$ cat config.mk
export PLATFORM = sky130hd
export DESIGN_NAME = lru_key_value_cache_unit
export DESIGN_NICKNAME = d
export VERILOG_FILES = /design/src/design/lkv_pkg.sv /design/src/design/lru_key_value_cache_unit.sv
export SDC_FILE = /design/constraint.sdc
export NUM_CORES = 2
export LEC_CHECK = 0
export ABC_CLOCK_PERIOD_IN_PS = 11200
export BUFFER_PORTS_ARGS = -buffer_cell sky130_fd_sc_hd__clkbuf_2
export CAP_MARGIN = 10
export CORE_ASPECT_RATIO = 0.8
export CORE_MARGIN = 8
export CORE_UTILIZATION = 30
export DETAILED_ROUTE_END_ITERATION = 10
export SYNTH_ARGS = -nofsm -noshare
export SYNTH_HDL_FRONTEND = slang
export SYNTH_SLANG_ARGS = --single-unit
$ cat constraint.sdc
create_clock -name clk -period 11.2 [get_ports clk]
set_input_delay 0.56 -clock clk [delete_from_list [all_inputs] [get_ports clk]]
set_output_delay 0.56 -clock clk [all_outputs]
set_load 0.1 [all_outputs]
$ cat src/design/lkv_pkg.sv
`default_nettype none

package lkv_pkg;

	localparam int CAPACITY_DEF   = 16;
	localparam int VALUE_BITS_DEF = 64;

	localparam int KEY_BITS   = 64;
	localparam int WORD_BITS  = 64;
	localparam int OCC_BITS   = 5;
	localparam int COUNT_BITS = 32;
	localparam int LIMIT_BITS = 5;
	localparam int APB_DATA   = 32;
	localparam int APB_ADDR   = 3;

	localparam logic [LIMIT_BITS-1:0] LIMIT_RESET  = 5'd16;
	localparam logic [COUNT_BITS-1:0] COUNT_MAX    = 32'hFFFF_FFFF;

	// Register index taken from paddr[2].
	localparam logic REG_ENABLE = 1'b0;
	localparam logic REG_LIMIT  = 1'b1;

	typedef enum logic [1:0] {
		OP_LOOKUP = 2'd0,
		OP_INSERT = 2'd1,
		OP_CLEAR  = 2'd2,
		OP_STATS  = 2'd3
	} op_t;

	typedef enum logic [1:0] {
		ST_IDLE,
		ST_SCAN,
		ST_UPDATE,
		ST_FIN
	} state_t;

endpackage

`default_nettype wire

$ cat src/design/lru_key_value_cache_unit.sv
`default_nettype none

// Channel   Direction  Handshake           Payload
// request   in         in_valid/in_ready   opcode, key_high, key_low, value_word
// result    out        out_valid/out_ready hit, read_value, evicted, occupancy,
//                                          hit_total, miss_total
// config    in         APB write/read      cache_enable, capacity_limit
//
// An enabled lookup or insert compares one stored key per cycle, ending the scan early on
// a hit, then updates the store and loads its result; the next request is taken in the cycle
// after the load. Other requests go from acceptance straight to loading their result.
// Reset empties the store, clears the counters and restores the register defaults. A
// finished result waits while the output register holds an unaccepted one, and no request
// is taken until it has been loaded.
module lru_key_value_cache_unit
	import lkv_pkg::*;
#(
	parameter int CAPACITY   = CAPACITY_DEF,
	parameter int VALUE_BITS = VALUE_BITS_DEF
) (
	input  wire logic                  clk,
	input  wire logic                  arst_n,
	input  wire logic                  psel,
	input  wire logic                  penable,
	input  wire logic                  pwrite,
	input  wire logic [APB_ADDR-1:0]   paddr,
	input  wire logic [APB_DATA-1:0]   pwdata,
	output logic      [APB_DATA-1:0]   prdata,
	output logic                       pready,
	input  wire logic                  in_valid,
	output logic                       in_ready,
	input  wire logic [1:0]            opcode,
	input  wire logic [KEY_BITS-1:0]   key_high,
	input  wire logic [KEY_BITS-1:0]   key_low,
	input  wire logic [WORD_BITS-1:0]  value_word,
	output logic                       out_valid,
	input  wire logic                  out_ready,
	output logic                       hit,
	output logic      [WORD_BITS-1:0]  read_value,
	output logic                       evicted,
	output logic      [OCC_BITS-1:0]   occupancy,
	output logic      [COUNT_BITS-1:0] hit_total,
	output logic      [COUNT_BITS-1:0] miss_total
);

	localparam int IDX_W = (CAPACITY > 1) ? $clog2(CAPACITY) : 1;
	localparam int CNT_W = $clog2(CAPACITY + 1);
	localparam int CMP_W = (CNT_W > LIMIT_BITS) ? CNT_W : LIMIT_BITS;
	localparam logic [IDX_W-1:0] LAST_IDX = IDX_W'(CAPACITY - 1);

	state_t state_q, state_nx;

	logic                    enable_q;
	logic [LIMIT_BITS-1:0]   limit_q;

	op_t                     op_q;
	logic [2*KEY_BITS-1:0]   key_q;
	logic [VALUE_BITS-1:0]   val_q;

	logic [2*KEY_BITS-1:0]   key_mem [CAPACITY];
	logic [VALUE_BITS-1:0]   val_mem [CAPACITY];
	logic [2*KEY_BITS-1:0]   key_rd_q;
	logic [VALUE_BITS-1:0]   val_rd_q;

	logic [CAPACITY-1:0]     valid_q;
	logic [IDX_W-1:0]        rank_q [CAPACITY];
	logic [CNT_W-1:0]        count_q;
	logic [COUNT_BITS-1:0]   hits_q;
	logic [COUNT_BITS-1:0]   misses_q;

	logic [IDX_W-1:0]        rd_idx_q;
	logic                    issue_q;
	logic                    cmp_vld_s1;
	logic [IDX_W-1:0]        cmp_idx_s1;

	logic                    hit_found_q;
	logic [IDX_W-1:0]        hit_idx_q;
	logic [IDX_W-1:0]        hit_rank_q;
	logic                    lru_found_q;
	logic [IDX_W-1:0]        lru_idx_q;
	logic [IDX_W-1:0]        lru_rank_q;
	logic                    free_found_q;
	logic [IDX_W-1:0]        free_idx_q;

	logic                    res_hit_q;
	logic                    res_ev_q;
	logic [VALUE_BITS-1:0]   res_val_q;

	logic                    out_valid_q;
	logic                    hit_out_q;
	logic [WORD_BITS-1:0]    read_value_q;
	logic                    evicted_q;
	logic [OCC_BITS-1:0]     occupancy_q;
	logic [COUNT_BITS-1:0]   hit_total_q;
	logic [COUNT_BITS-1:0]   miss_total_q;

	logic                    cfg_wr;
	logic                    accept;
	logic                    immediate;
	logic                    key_match;
	logic                    scan_last;
	logic                    load_out;
	logic                    is_ins;
	logic                    ins_new;
	logic                    do_evict;
	logic                    slot_ok;
	logic [IDX_W-1:0]        slot_c;
	logic [CMP_W-1:0]        eff_lim;
	logic [CAPACITY-1:0]     valid_nx;
	logic [IDX_W-1:0]        rank_nx [CAPACITY];
	logic [CNT_W-1:0]        count_nx;
	logic                    val_we;
	logic [IDX_W-1:0]        val_wr_addr;

	assign pready    = 1'b1;
	assign cfg_wr    = psel && penable && pwrite;
	assign prdata    = (paddr[2] == REG_LIMIT) ? APB_DATA'(limit_q) : APB_DATA'(enable_q);
	assign in_ready  = (state_q == ST_IDLE);
	assign accept    = in_valid && in_ready;
	assign immediate = !enable_q || (op_t'(opcode) == OP_CLEAR) || (op_t'(opcode) == OP_STATS);

	assign key_match = cmp_vld_s1 && valid_q[cmp_idx_s1] && (key_rd_q == key_q);
	assign scan_last = cmp_vld_s1 && (cmp_idx_s1 == LAST_IDX);
	assign load_out  = (state_q == ST_FIN) && (!out_valid_q || out_ready);

	always_ff @(posedge clk or negedge arst_n) begin
		if (!arst_n) begin
			state_q <= ST_IDLE;
		end else begin
			state_q <= state_nx;
		end
	end

	always_comb begin
		state_nx = state_q;
		unique case (state_q)
			ST_IDLE: begin
				if (accept) begin
					state_nx = immediate ? ST_FIN : ST_SCAN;
				end
			end
			ST_SCAN: begin
				if (key_match || scan_last) begin
					state_nx = ST_UPDATE;
				end
			end
			ST_UPDATE: begin
				state_nx = ST_FIN;
			end
			ST_FIN: begin
				if (load_out) begin
					state_nx = ST_IDLE;
				end
			end
			default: begin
				state_nx = ST_IDLE;
			end
		endcase
	end

	// Configuration registers.
	always_ff @(posedge clk or negedge arst_n) begin
		if (!arst_n) begin
			enable_q <= 1'b1;
			limit_q  <= LIMIT_RESET;
		end else if (cfg_wr) begin
			if (paddr[2] == REG_ENABLE) begin
				enable_q <= pwdata[0];
			end else begin
				limit_q <= pwdata[LIMIT_BITS-1:0];
			end
		end
	end

	// Request capture.
	always_ff @(posedge clk) begin
		if (accept) begin
			op_q  <= op_t'(opcode);
			key_q <= {key_high, key_low};
			val_q <= value_word[VALUE_BITS-1:0];
		end
	end

	// Scan address sequencer and compare stage.
	always_ff @(posedge clk or negedge arst_n) begin
		if (!arst_n) begin
			rd_idx_q   <= '0;
			issue_q    <= 1'b0;
			cmp_vld_s1 <= 1'b0;
			cmp_idx_s1 <= '0;
		end else if (state_q == ST_SCAN) begin
			if (issue_q) begin
				rd_idx_q <= rd_idx_q + 1'b1;
				if (rd_idx_q == LAST_IDX) begin
					issue_q <= 1'b0;
				end
			end
			cmp_vld_s1 <= issue_q;
			cmp_idx_s1 <= rd_idx_q;
		end else begin
			rd_idx_q   <= '0;
			issue_q    <= 1'b1;
			cmp_vld_s1 <= 1'b0;
		end
	end

	// Search results gathered during the scan.
	always_ff @(posedge clk or negedge arst_n) begin
		if (!arst_n) begin
			hit_found_q  <= 1'b0;
			lru_found_q  <= 1'b0;
			free_found_q <= 1'b0;
		end else if (accept) begin
			hit_found_q  <= 1'b0;
			lru_found_q  <= 1'b0;
			free_found_q <= 1'b0;
		end else if (state_q == ST_SCAN && cmp_vld_s1) begin
			if (key_match) begin
				hit_found_q <= 1'b1;
			end
			if (valid_q[cmp_idx_s1]) begin
				if (!lru_found_q || rank_q[cmp_idx_s1] > lru_rank_q) begin
					lru_found_q <= 1'b1;
				end
			end else if (!free_found_q) begin
				free_found_q <= 1'b1;
			end
		end
	end

	always_ff @(posedge clk) begin
		if (state_q == ST_SCAN && cmp_vld_s1) begin
			if (key_match) begin
				hit_idx_q  <= cmp_idx_s1;
				hit_rank_q <= rank_q[cmp_idx_s1];
			end
			if (valid_q[cmp_idx_s1]) begin
				if (!lru_found_q || rank_q[cmp_idx_s1] > lru_rank_q) begin
					lru_idx_q  <= cmp_idx_s1;
					lru_rank_q <= rank_q[cmp_idx_s1];
				end
			end else if (!free_found_q) begin
				free_idx_q <= cmp_idx_s1;
			end
		end
	end

	// Update of the recency ranks, valid bits and occupancy.
	always_comb begin
		eff_lim  = (CMP_W'(limit_q) > CMP_W'(CAPACITY)) ? CMP_W'(CAPACITY) : CMP_W'(limit_q);
		is_ins   = (op_q == OP_INSERT);
		ins_new  = is_ins && !hit_found_q;
		do_evict = ins_new && lru_found_q && (CMP_W'(count_q) >= eff_lim);
		if (free_found_q && (!do_evict || free_idx_q < lru_idx_q)) begin
			slot_c = free_idx_q;
		end else begin
			slot_c = lru_idx_q;
		end
		slot_ok = ins_new && (free_found_q || do_evict);
		for (int i = 0; i < CAPACITY; i++) begin
			valid_nx[i] = valid_q[i];
			rank_nx[i]  = rank_q[i];
			if (hit_found_q) begin
				if (valid_q[i] && rank_q[i] < hit_rank_q) begin
					rank_nx[i] = rank_q[i] + 1'b1;
				end
				if (IDX_W'(i) == hit_idx_q) begin
					rank_nx[i] = '0;
				end
			end else if (ins_new) begin
				if (do_evict && IDX_W'(i) == lru_idx_q) begin
					valid_nx[i] = 1'b0;
					rank_nx[i]  = '0;
				end
				if (slot_ok) begin
					if (valid_nx[i]) begin
						rank_nx[i] = rank_nx[i] + 1'b1;
					end
					if (IDX_W'(i) == slot_c) begin
						valid_nx[i] = 1'b1;
						rank_nx[i]  = '0;
					end
				end
			end
		end
		count_nx = count_q - CNT_W'(do_evict) + CNT_W'(slot_ok);
	end

	always_ff @(posedge clk or negedge arst_n) begin
		if (!arst_n) begin
			valid_q <= '0;
			count_q <= '0;
			for (int i = 0; i < CAPACITY; i++) begin
				rank_q[i] <= '0;
			end
		end else if ((cfg_wr && paddr[2] == REG_ENABLE && !pwdata[0])
				|| (accept && op_t'(opcode) == OP_CLEAR)) begin
			valid_q <= '0;
			count_q <= '0;
			for (int i = 0; i < CAPACITY; i++) begin
				rank_q[i] <= '0;
			end
		end else if (state_q == ST_UPDATE) begin
			valid_q <= valid_nx;
			count_q <= count_nx;
			for (int i = 0; i < CAPACITY; i++) begin
				rank_q[i] <= rank_nx[i];
			end
		end
	end

	// Statistics counters.
	always_ff @(posedge clk or negedge arst_n) begin
		if (!arst_n) begin
			hits_q   <= '0;
			misses_q <= '0;
		end else if (accept) begin
			if (op_t'(opcode) == OP_CLEAR) begin
				hits_q   <= '0;
				misses_q <= '0;
			end else if (op_t'(opcode) == OP_LOOKUP && !enable_q && misses_q != COUNT_MAX) begin
				misses_q <= misses_q + 1'b1;
			end
		end else if (state_q == ST_UPDATE && op_q == OP_LOOKUP) begin
			if (hit_found_q) begin
				if (hits_q != COUNT_MAX) begin
					hits_q <= hits_q + 1'b1;
				end
			end else if (misses_q != COUNT_MAX) begin
				misses_q <= misses_q + 1'b1;
			end
		end
	end

	// Key and value memories.
	assign val_we      = (state_q == ST_UPDATE) && is_ins && (hit_found_q || slot_ok);
	assign val_wr_addr = hit_found_q ? hit_idx_q : slot_c;

	always_ff @(posedge clk) begin
		if (state_q == ST_UPDATE && slot_ok) begin
			key_mem[slot_c] <= key_q;
		end
		if (val_we) begin
			val_mem[val_wr_addr] <= val_q;
		end
		key_rd_q <= key_mem[rd_idx_q];
		val_rd_q <= val_mem[rd_idx_q];
	end

	// Per-request result flags.
	always_ff @(posedge clk) begin
		if (accept) begin
			res_hit_q <= 1'b0;
			res_ev_q  <= 1'b0;
			res_val_q <= '0;
		end else if (state_q == ST_SCAN && key_match) begin
			if (op_q == OP_LOOKUP) begin
				res_val_q <= val_rd_q;
			end
		end else if (state_q == ST_UPDATE) begin
			res_hit_q <= hit_found_q;
			res_ev_q  <= do_evict;
		end
	end

	// Output register.
	always_ff @(posedge clk or negedge arst_n) begin
		if (!arst_n) begin
			out_valid_q <= 1'b0;
		end else if (load_out) begin
			out_valid_q <= 1'b1;
		end else if (out_ready) begin
			out_valid_q <= 1'b0;
		end
	end

	always_ff @(posedge clk) begin
		if (load_out) begin
			hit_out_q    <= res_hit_q;
			read_value_q <= WORD_BITS'(res_val_q);
			evicted_q    <= res_ev_q;
			occupancy_q  <= OCC_BITS'(count_q);
			hit_total_q  <= hits_q;
			miss_total_q <= misses_q;
		end
	end

	assign out_valid  = out_valid_q;
	assign hit        = hit_out_q;
	assign read_value = read_value_q;
	assign evicted    = evicted_q;
	assign occupancy  = occupancy_q;
	assign hit_total  = hit_total_q;
	assign miss_total = miss_total_q;

endmodule

`default_nettype wire
==> impl_metrics.yaml <==
run_status:
  status: "finished clean"
clock_tree:
  cts_tree: "done"
  clock_sinks: 3850
  cts_resized: 0
  clock_latency_ns: 0.95
  h-tree-depth: 5
  cts_root_buf: "clkbuf_16"
  cts.clk_slew.worst_paths_ns: 0.06
  ctsLongestPathBuffers: 4
  cts_buffers: 387
synthesis:
  synth-edff-count: 3421
  synth_top_area_share: 0.700
  ys_seq_elements: 3850
  async_reset_ff_frac: 0.0444
  ys_seq_area_frac: 0.765
  synth-main-ff-cell: "edfxtp_1"
  ys_top_cells_by_area: "edfxtp_1, mux4_2, dfxtp_1"
  synth_top_cell_by_area: "edfxtp_1"
  yosys-top-cells-count: "edfxtp_1, mux4_2, dfxtp_1, nor2_1, clkbuf_1"
  synth_cell_types: 92
  netlist_area_um2: 147000
  synthCells: 6850
  yosysWarningCount: 0
  synth.most_common_cell: "edfxtp_1"
  avgSynthCellArea_um2: 21.4
global_routing:
  antenna_found_initial: 32
  overflow: 0
  grt_use_total: 0.141
  grt_pass1_wl_um: 536000
  grt_pass1_vias: 74100
  grt_max_degree: 144
worst_setup_path:
  endpoint: "res_val_q[57]"
  worst_ep_arrival_time_ns: 6.76
  cp-startpoint: "key_q[26]"
  critical_path_class: "flip-flop to flip-flop"
  r2r_start: "key_q[26]"
  critPathMaxFanout: 36
  critPathRequiredTime_ns: 11.93
  worst-r2r-cell-count: 9
  critPathCaptureType: "flip-flop"
  r2r_end: "res_val_q[57]"
  reg2reg_slack_ns: 5.17
  startpoint_type: "flip-flop"
die:
  die_y_um: 641
  start_util: 0.301
  placementRows: 229
  io_pins: 406
  die-area_um2: 512000
  core-area_um2: 487000
  die_w_um: 798
route:
  via_count: 72200
  ant_nets: 0
  wl_per_cell_um: 25.8
  avgViaCountPerCell: 5.00
  drc: 0
  dr.pass1.iters: 6
  drt_iter0_drc: 7540
  wl_um: 373000
sta:
  fin_setup_tns_ns: 0
  setup_viol: 0
  rsz0062_at_grt: "no"
  period_needed_ns: 6.03
  worst_slew_margin_rel: 0.144
  final.setup_skew_ns: 0.0897
  worst_pin_slew_ns: 1.27
  hold_viol_final: 0
  fmax_ghz: 0.166
  fin_crit_sh: 0.538
  maxSlewViolCount: 0
flow_run:
  max_cap_viol_count: 0
layout:
  nNetsFinal: 7980
  drive_gt1_frac: 0.269
  fillers: 44500
  area_growth_pct: 17.0
hold_path:
  worstHoldPathType: "primary input to flip-flop"
  hp-start: "value_word[1]"
power_and_ir_drop:
  p_leak_nw: 54.3
  ir_drop_uv: 114
  total_power_mw: 28.9
  power.density_nw_per_um2: 168
placed_design:
  dp.final_hpwl_um: 205000
  gp_congestion: 0.818
  portBuffers: 348
## logic make-up (layout without fill, tap and decap cells)
family	after synthesis	count (layout)	synth area share
other	2	44	0.0000512
AO/OA/AOI/OAI	469	469	0.0213
adder cells (fa/ha/maj)	105	105	0.00901
buffers and inverters	414	1503	0.0118
multiplexers	1090	1090	0.159
XOR/XNOR	122	122	0.00728
AND/OR/NAND/NOR	798	798	0.0272
flip-flops	3850	3850	0.765
## how the worst min path moves through the flow
stage                                end  depth (start not counted)  slack (ns)
after CTS                     limit_q[3]                          3        0.06
after global routing            val_q[1]                          1        0.09
final                           val_q[1]                          1        0.14
after floorplan            cmp_idx_s1[0]                          0        0.26
after detailed placement  read_value[21]                          0        0.42
after global placement     read_value[3]                          0        0.42
## through the flow
stage	util	instance area (um^2)	hold slack [ns]	std cells	setup WS [ns]
3_5_place_dp	0.322	157000	0.419	13500	5.10
6_report	0.353	172000	0.141	14400	5.17
3_3_place_gp	0.322	157000	0.416	13500	5.15
5_1_grt	0.353	172000	0.0867	14400	5.04
4_1_cts	0.353	172000	0.0611	14400	5.03
2_1_floorplan	-	147000	0.264	6876	3.12
## where the power goes
part | total (mW) | internal (mW) | switching (mW)
registers | 15.5 | 15.4 | 0.0426
clock network | 13.0 | 7.63 | 5.38
logic | 0.365 | 0.141 | 0.223
## area by class of cell
class                      count  area, um^2  area share
clock buffer                 519       10700      0.0623
inverter                      98         375     0.00219
timing repair buffer         690        5000      0.0292
tap                         6468        8090      0.0471
sequential                  3850      112000       0.654
clock inverter               196        2110      0.0123
antenna                       16        40.0    0.000233
multi-input combinational   2612       33100       0.193
## timing repair
action | CTS | global route
buffers inserted | 0 | 0
endpoints found under the setup margin | 0 | 0
endpoints found under the hold margin | 263 | 0
hold buffers | 199 | 0
## routing by layer
metal,global-route usage,share of wire,up-vias
met5,0,0.00011,-
met4,0.0313,0.022,6
met3,0.0225,0.068,485
met2,0.234,0.49,2760
met1,0.195,0.42,39000
li1,-,-,29900
## state kept, by name, summed over array words and instances, names as in the netlist, 5 cells and up
name        cells
key_mem      2048
count_q         5
rank_q         64
key_q         128
val_rd_q       64
val_mem      1024
read_value     64
miss_total     32
res_val_q      64
hits_q         32
misses_q       32
valid_q        16
hit_total      32
val_q          64
limit_q         5
occupancy       5
key_rd_q      128
## worst max-delay path, stage by stage, from the launching register on
cell	delay, ns
edfxtp_1	0.60
xnor2_1	0.73
nand4_1	0.26
nor4_1	0.84
nand4_1	0.49
nor4_4	0.98
nand3_4	0.76
buf_4	0.66
mux2i_1	0.25
nor2_1	0.06
## layout by cell type, fill, tap and decap left out, types with 25 or more instances in the layout
master / n
xnor2_1: 99
nor2_4: 25
nand2_1: 141
conb_1: 28
dfxtp_1: 258
clkbuf_2: 347
o21ai_0: 118
nand2b_1: 69
nand4_1: 38
nor2b_1: 67
clkbuf_1: 90
inv_1: 96
nand3_1: 84
mux4_2: 985
bufinv_16: 40
mux2i_1: 86
buf_4: 127
clkinv_2: 73
clkinv_1: 53
ha_1: 104
clkbuf_16: 396
nor2_1: 212
edfxtp_1: 3421
clkbuf_8: 33
dfrtp_1: 165
a31oi_1: 27
a21o_1: 25
a21oi_1: 91
dlygate4sd3_1: 199
nor3_1: 27
Note: power is estimated with default switching activity, not from simulation.
